==> src/design/mir_pkg.sv <==
// ----------------------------------------------------------------------------
// Metapopulation infection rates: shared package
// Sizes, item and register codes, and the command and status words that
// pass between the controller and the datapath.
// ----------------------------------------------------------------------------
package mir_pkg;

  localparam int unsigned PATCHES = 64;
  localparam int unsigned TYPES   = 16;
  localparam int unsigned PatchW  = $clog2(PATCHES);
  localparam int unsigned TypeW   = $clog2(TYPES);
  localparam int unsigned CELLS   = PATCHES * TYPES;
  localparam int unsigned CellW   = PatchW + TypeW;

  typedef enum logic [2:0] {
    KIND_LOAD_SUS   = 3'd0,
    KIND_LOAD_INF   = 3'd1,
    KIND_LOAD_TRN   = 3'd2,
    KIND_MUT_BIT    = 3'd3,
    KIND_PATCH_LINK = 3'd4,
    KIND_DEGREE     = 3'd5,
    KIND_COMPUTE    = 3'd6,
    KIND_READ       = 3'd7
  } kind_e;

  typedef enum logic [2:0] {
    CFG_MUTATION_RATE  = 3'd0,
    CFG_DISPERSAL_RATE = 3'd1,
    CFG_LOCUS_COUNT    = 3'd2,
    CFG_TYPES_IN_USE   = 3'd3,
    CFG_PATCHES_IN_USE = 3'd4
  } cfg_index_e;

  typedef enum logic [1:0] {
    MUL_NONE,
    MUL_AB,
    MUL_HI,
    MUL_LO
  } mul_sel_e;

  typedef enum logic [1:0] {
    EMIT_NONE,
    EMIT_COMPUTE,
    EMIT_READ
  } emit_e;

  typedef enum logic [3:0] {
    ST_IDLE,
    ST_MPREP,
    ST_MRUN,
    ST_DRAIN,
    ST_DPREP0,
    ST_DPREP1,
    ST_DRUN,
    ST_RD1,
    ST_RD2,
    ST_RD3,
    ST_RD4
  } ctl_state_e;

  // One accumulation step of the mixing or dispersal pass.
  typedef struct packed {
    logic              valid;
    logic              pass;    // 0 mutation, 1 dispersal
    logic              self;
    logic              first;
    logic              last;
    logic [TypeW-1:0]  j;
    logic [PatchW-1:0] k;
    logic [PatchW-1:0] i;
  } step_t;

  typedef struct packed {
    logic     load;
    logic     read_capture;
    logic     compute_start;
    logic     fm_load;
    logic     fd_load;
    step_t    step;
    mul_sel_e mul_sel;
    emit_e    emit;
  } cmd_t;

  typedef struct packed {
    logic [TypeW:0]  nt;
    logic [PatchW:0] np;
  } stat_t;

endpackage

==> src/design/mir_ctrl.sv <==
// ----------------------------------------------------------------------------
// Metapopulation infection rates: controller
// Accepts words, walks the type and patch loops of a compute and steps the
// read product sequence.
// ----------------------------------------------------------------------------
module mir_ctrl (
  input  logic          clk_i,
  input  logic          rst_ni,
  input  logic          start_i,
  input  logic [2:0]    kind_i,
  input  mir_pkg::stat_t stat_i,
  output logic          busy_o,
  output mir_pkg::cmd_t cmd_o
);
  import mir_pkg::*;

  ctl_state_e        state_q, state_d;
  logic [TypeW-1:0]  j_q, j_d;
  logic [PatchW-1:0] k_q, k_d, i_q, i_d;
  logic              self_q, self_d;
  logic              after_mut_q, after_mut_d;
  logic [1:0]        dc_q, dc_d;

  logic [PatchW:0]   lim;
  logic              src_last, k_last, j_last, in_run, pass;

  always_ff @(posedge clk_i or negedge rst_ni) begin
    if (!rst_ni) begin
      state_q     <= ST_IDLE;
      j_q         <= '0;
      k_q         <= '0;
      i_q         <= '0;
      self_q      <= 1'b1;
      after_mut_q <= 1'b0;
      dc_q        <= '0;
    end else begin
      state_q     <= state_d;
      j_q         <= j_d;
      k_q         <= k_d;
      i_q         <= i_d;
      self_q      <= self_d;
      after_mut_q <= after_mut_d;
      dc_q        <= dc_d;
    end
  end

  assign pass     = (state_q == ST_DRUN);
  assign in_run   = (state_q == ST_MRUN) || (state_q == ST_DRUN);
  assign lim      = pass ? stat_i.np : {{(PatchW-TypeW){1'b0}}, stat_i.nt};
  assign src_last = ({1'b0, i_q} == lim - 1'b1);
  assign k_last   = ({1'b0, k_q} == stat_i.np - 1'b1);
  assign j_last   = ({1'b0, j_q} == stat_i.nt - 1'b1);
  assign busy_o   = (state_q != ST_IDLE);

  always_comb begin
    state_d     = state_q;
    j_d         = j_q;
    k_d         = k_q;
    i_d         = i_q;
    self_d      = self_q;
    after_mut_d = after_mut_q;
    dc_d        = dc_q;

    cmd_o               = '0;
    cmd_o.mul_sel       = MUL_NONE;
    cmd_o.emit          = EMIT_NONE;
    cmd_o.step.pass     = pass;
    cmd_o.step.self     = self_q;
    cmd_o.step.first    = self_q;
    cmd_o.step.last     = !self_q && src_last;
    cmd_o.step.j        = j_q;
    cmd_o.step.k        = k_q;
    cmd_o.step.i        = i_q;
    cmd_o.step.valid    = in_run;

    unique case (state_q)
      ST_IDLE: begin
        if (start_i) begin
          if (kind_i == KIND_COMPUTE) begin
            cmd_o.compute_start = 1'b1;
            state_d             = ST_MPREP;
          end else if (kind_i == KIND_READ) begin
            cmd_o.read_capture = 1'b1;
            state_d            = ST_RD1;
          end else begin
            cmd_o.load = 1'b1;
          end
        end
      end
      ST_MPREP: begin
        cmd_o.fm_load = 1'b1;
        j_d    = '0;
        k_d    = '0;
        i_d    = '0;
        self_d = 1'b1;
        dc_d   = '0;
        if ((stat_i.nt == '0) || (stat_i.np == '0)) begin
          after_mut_d = 1'b0;
          state_d     = ST_DRAIN;
        end else begin
          state_d = ST_MRUN;
        end
      end
      ST_MRUN, ST_DRUN: begin
        if (self_q) begin
          self_d = 1'b0;
          i_d    = '0;
        end else if (!src_last) begin
          i_d = i_q + 1'b1;
        end else begin
          // End of one cell: move on to the next patch, then the next type.
          self_d = 1'b1;
          i_d    = '0;
          if (k_last) begin
            k_d = '0;
            if (j_last) begin
              j_d         = '0;
              dc_d        = '0;
              after_mut_d = !pass;
              state_d     = ST_DRAIN;
            end else begin
              j_d     = j_q + 1'b1;
              state_d = pass ? ST_DPREP0 : ST_MRUN;
            end
          end else begin
            k_d     = k_q + 1'b1;
            state_d = pass ? ST_DPREP0 : ST_MRUN;
          end
        end
      end
      ST_DRAIN: begin
        dc_d = dc_q + 1'b1;
        if (dc_q == 2'd2) begin
          if (after_mut_q) begin
            after_mut_d = 1'b0;
            state_d     = ST_DPREP0;
          end else begin
            cmd_o.emit = EMIT_COMPUTE;
            state_d    = ST_IDLE;
          end
        end
      end
      ST_DPREP0: begin
        state_d = ST_DPREP1;
      end
      ST_DPREP1: begin
        cmd_o.fd_load = 1'b1;
        self_d        = 1'b1;
        state_d       = ST_DRUN;
      end
      ST_RD1: begin
        cmd_o.mul_sel = MUL_AB;
        state_d       = ST_RD2;
      end
      ST_RD2: begin
        cmd_o.mul_sel = MUL_HI;
        state_d       = ST_RD3;
      end
      ST_RD3: begin
        cmd_o.mul_sel = MUL_LO;
        state_d       = ST_RD4;
      end
      ST_RD4: begin
        cmd_o.emit = EMIT_READ;
        state_d    = ST_IDLE;
      end
      default: begin
        state_d = ST_IDLE;
      end
    endcase
  end

endmodule

==> config.mk <==
export PLATFORM = sky130hd
export DESIGN_NAME = mir_ctrl
export DESIGN_NICKNAME = d
export VERILOG_FILES = /design/src/design/mir_pkg.sv /design/src/design/mir_ctrl.sv
export SDC_FILE = /design/constraint.sdc
export NUM_CORES = 1
export LEC_CHECK = 0
export BUFFER_PORTS_ARGS = -buffer_cell sky130_fd_sc_hd__buf_4
export CORE_UTILIZATION = 28
export CTS_CLUSTER_SIZE = 20
export DETAILED_ROUTE_END_ITERATION = 6
export PLACE_DENSITY_LB_ADDON = 0.08
export SLEW_MARGIN = 20
export SYNTH_ARGS = -nofsm -noshare
export SYNTH_HDL_FRONTEND = slang
export SYNTH_SLANG_ARGS = --single-unit
==> constraint.sdc <==
create_clock -name clk_i -period 3.1 [get_ports clk_i]
set_input_delay 0.775 -clock clk_i [delete_from_list [all_inputs] [get_ports clk_i]]
set_output_delay 0.775 -clock clk_i [all_outputs]
set_load 0.01 [all_outputs]
Word level (Yosys, flattened, before mapping)
Cells that the tools add are included.

storage, ports and cells
  output and inout bits = 31
  memories kept = 0
  register bits after elaboration = 24
  input bits = 18
  logic and storage cells = 109
  ROM bits = 0
  memory bits (writable) = 0
  latch bits = 0

operators by class
  mux-type cells = 52
  multiply operators = 0
  shift-type cells = 0
  reductions and logical operators = 19
  div/mod/pow operators = 0
  equality and inequality tests = 24
  order comparisons = 0
  bitwise gates (word level) = 0
  $add $sub $neg = 7

operator list
  cell                                              count
  two-way mux 4 bit                                 11
  case mux 4 bit (9 select lines)                   1
  two-way mux 6 bit                                 5
  case mux 6 bit (2 select lines)                   2
  == test 4 x 3 -> 1 bit, second input constant     4
  two-way mux 1 bit                                 16
  two-way mux 3 bit                                 5
  == test 6 x 7 -> 1 bit                            2
  inequality test 2 bit, second input constant      7
  subtractor 7 x 1 -> 7 bit, second input constant  2
  adder 6 x 1 -> 6 bit, second input constant       2
  == test 4 bit, second input constant              3
  case mux 2 bit (3 select lines)                   2
  two-way mux 2 bit                                 5
  AND reduction 5 bit                               2
  == test 4 x 2 -> 1 bit, second input constant     2
  case mux 4 bit (2 select lines)                   1
  zero test 7 bit                                   1
  two-way mux 7 bit                                 1
  AND reduction 7 bit                               1
  == test 3 bit, second input constant              2
  == test 4 x 5 -> 1 bit                            1
  zero test 5 bit                                   1
  subtractor 5 x 1 -> 5 bit, second input constant  1
  18 further kinds                                  22

Depth between registers and ports, before layout
  depth after elaboration = 7
  mapped depth = 15
  mapped depth without buffers = 11

Least setup slack after synthesis
No wires, ideal clock.

  path type = register to output
  from = reg state_q[3]
  to = out cmd_o[20] (netlist bit)
  required time = 2.325 ns
  setup slack = -0.064 ns
  arrival = 2.389 ns
  stages on the path, launching flop included = 13
  buffers on the path = 3
  cells stage by stage = dfrtp_1 nand4bb_4 buf_6 inv_8 buf_6 mux2i_1 ha_1 clkbuf_1 a211oi_1 a311oi_2 and3_2 nand4_4 inv_2

RTL lines
  element                 line            source
  from (decl)             mir_ctrl.sv:17  ctl_state_e state_q, state_d;
  from (signal assigned)  mir_ctrl.sv:37  state_q <= state_d;
  to (decl)               mir_ctrl.sv:13  output mir_pkg::cmd_t cmd_o

==> impl_results.md <==
- Largest net degree at the start of global routing: 25
- Reg2reg setup slack: 140 ps
- Yosys top cell by area: dfrtp_1
- Routed vias/inst: 5.17
- Final net count: 375
- Static Leakage: 1.35 nW
- Row cnt: 33
- Logic pwr share: 63.7%
- Clock latency on the worst-skew pair: 270 ps
- Sw Share: 44.3%
- Worst setup path class: flop to primary output
- Die area: 8850 µm²
- CP Cell Sequence: nand4bb_4 -> inv_8 -> mux2i_4 -> ha_4 -> xnor2_2 -> a311oi_2 -> and3_4 -> nand4_4 -> inv_2 -> buf_6
- First-pass GRT wire length: 11800 µm
- Seq cells post-synth: 24
- Worst EP arrival: 2490 ps
- Int Pwr: 1.22 mW
- Syn_nets: 311
- Bufs on Longest Clock Path: 2
- Area taken by multi-input logic gates: 1640 µm²
- Met2 Track Usage GR: 29.0%
- Drt pass-1 iters: 4
- RSZ-0062 raised after global routing: true
- Post-synth EDFFs: 0
- Netlist cell types: 68
- # clock sinks: 24
- Clock network power share: 10.2%
- Core area: 8220 µm²
- Worst R2R Path Depth: 13
- Power share of the sequential group: 26.1%
- Port Buf Inserts: 48
- Post-synthesis sequential area ratio: 25.3%
- Psw: 0.971 mW
- Final Setup Violations: 1
- Post-synth top flop: dfrtp_1
- Die height: 94.1 µm
- Most frequent cells in the layout: 74 x buf_4, 31 x nor2_1, 23 x dfrtp_1, 15 x inv_1, 14 x nand2_1
- Syn Inst Count: 285
- # fillers: 882
- Critical path fanouts, max: 4
- Met1 GRT Util: 23.1%
- Vias: 2342
- Crit end category: primary output
- P&R area growth vs syn: 29.2%
- Commonest non-fill, non-tap cell in the layout: buf_4
- Die X: 94.1 µm
- Total gr overflow: 0
- GRT Total Usage: 17.0%
- Post-Syn Area: 2370 µm²
- Max frequency: 0.307 GHz
- Starting Density: 28.9%
- Largest stage delay on the critical path: 380 ps
- CTS tree: built
- Final worst setup slack: -163 ps
- Synthesis warning total: 0
- Slew HR: 68.6%
- Vias in the first global route: 2302
- Final Max Tran Viols: 0
- Min-delay worst type: primary input to async pin
- GRT busiest layer: met2
- Violated checks: setup timing
- Outcome: finished with violations
- Final Wtd Congestion: 0.896
- Top cell type's share of synthesized area: 24.2%
- Worst VDD drop: 0.261 mV
- Initial antenna violation count: 0
- Area contributors post-synth: dfrtp_1 24%, nor2_1 4.9%, xnor2_1 4.4%
- Clock Tree Root: clkbuf_8
- Clock Skews: 6.37 ps
- Critical-path top delay cell: dfrtp_1
- Final wirelength: 7190 µm
- Final Cycle Share: 105%
- Asr flop ratio synth: 100%
- Clock transition at the registers of the reported paths: 90 ps
- DRC errors left: 0
- DRT iter0 DRCs: 104
- DP HPWL: 5660 µm
- DRT antenna net count: 0
- Num ports: 49
- CP startpoint kind: flop
- Minimum clock period: 3260 ps
- Pwr dens: 714 nW/µm²
- DP Worst Slack: 4.83 ps
- H-tree lvl count: 1
- Layout cells sized above 1: 30.7%
- Worst Path Required: 2320 ps
- Register area: 602 µm²
- Avg WL per Cell: 15.9 µm
- Ant diodes: 0
- Worst-Margin Slew: 466 ps
- TritonCTS buffer count: 3
- Final Hold Viols: 0
- Setup_tns: -163 ps
- Max cap viols: 0
- Syn avg cell area: 8.33 µm²
- Met3 usage: 1.54%
-- cells by family (layout without fill, tap and decap cells) --
kind of cell,after synthesis,after routing,synth area share (%)
multiplexers,11,11,5.37
adder cells (fa/ha/maj),8,8,4.22
flip-flops,24,24,25.3
AND/OR/NAND/NOR,124,124,29.9
AO/OA/AOI/OAI,67,67,20.6
XOR/XNOR,17,17,6.85
buffers and inverters,34,97,7.69
-- sequential cells by signal, indices dropped and copies added, names as in the netlist --
signal	count
after_mut_q	1
i_q	6
dc_q	2
state_q	4
self_q	1
k_q	6
j_q	4
-- Yosys cell counts, types with 2 or more instances --
cell type  count
nor2_1        31
nand2b_1       9
a21o_1         3
buf_4          4
o211ai_1       4
nor4_1         4
nand3_1       13
nor4b_1        2
a211o_1        2
o21ai_0       12
clkbuf_1       6
mux2_4         3
o31ai_1        4
and2_1         7
a21oi_1        9
a211oi_1       4
mux2i_1        6
or3_1          2
ha_1           8
a2111oi_0      2
o31a_1         3
inv_1         15
xnor2_1       12
a31o_2         4
nor4_2         2
a22o_1         2
or4_1          2
nor3_1        12
buf_2          2
and4_1         2
o22ai_1        2
a221o_1        3
or2_2          4
nand4_1        5
and3_1         2
nor3b_1        3
nand2_1       14
xor2_1         4
dfrtp_1       23
a31oi_1        3
buf_6          4
-- critical path: cells and delay by family, from the launching register on --
family                   cells  cell delay, ps
adder cells (fa/ha/maj)      1             230
AO/OA/AOI/OAI                1             300
AND/OR/NAND/NOR              3             610
multiplexers                 1             250
buffers and inverters        3             310
XOR/XNOR                     1             120
flip-flops                   1             380
-- path summary, 6_finish.rpt --
kind                                  end       start
worst max-delay path            cmd_o[20]  state_q[0]
min in group clk_i                dc_q[1]     dc_q[1]
worst max register to register     j_q[0]  state_q[0]
max in group asynchronous          self_q      rst_ni
worst min register to register    dc_q[1]     dc_q[1]
worst min-delay path               k_q[5]      rst_ni
-- power by group through the flow --
stage	registers [mW]	clock network [mW]	logic, mW
2_1_floorplan	0.560	0	0.893
3_3_place_gp	0.582	0	1.30
3_5_place_dp	0.581	0	1.30
4_1_cts	0.576	0.239	1.32
5_1_grt	0.591	0.243	1.53
6_report	0.572	0.223	1.40
-- metrics by stage --
| stage | cell area [µm²] | hold WS (ps) | total power, mW | util (%) | std cells |
|---|---|---|---|---|---|
| after floorplan | 2380 | 460 | 1.45 | - | 285 |
| after global placement | 2940 | 481 | 1.88 | 35.8 | 446 |
| after detailed placement | 2940 | 487 | 1.88 | 35.8 | 446 |
| after CTS | 3010 | 400 | 2.13 | 36.6 | 450 |
| after global routing | 3070 | 413 | 2.37 | 37.4 | 453 |
| final | 3070 | 400 | 2.19 | 37.4 | 453 |
-- timing repair --
item                       CTS  global route
pin swaps                    0             6
resized for setup            3             5
hold buffers                 0             0
buffers inserted             0             3
setup endpoints to repair    1             1
cloned                       0             0
-- layout make-up --
class	count	area share, %
multi-input combinational	227	53.4
sequential	24	19.6
timing repair buffer	75	18.5
tap	105	4.28
inverter	18	2.45
clock buffer	4	1.79
-- metal layers --
layer	routed length, µm	vias up
met4	61	0
met1	3430	1119
met3	203	6
li1	-	1173
met5	0	-
met2	3500	44
Note: power is estimated with default switching activity, not from simulation.
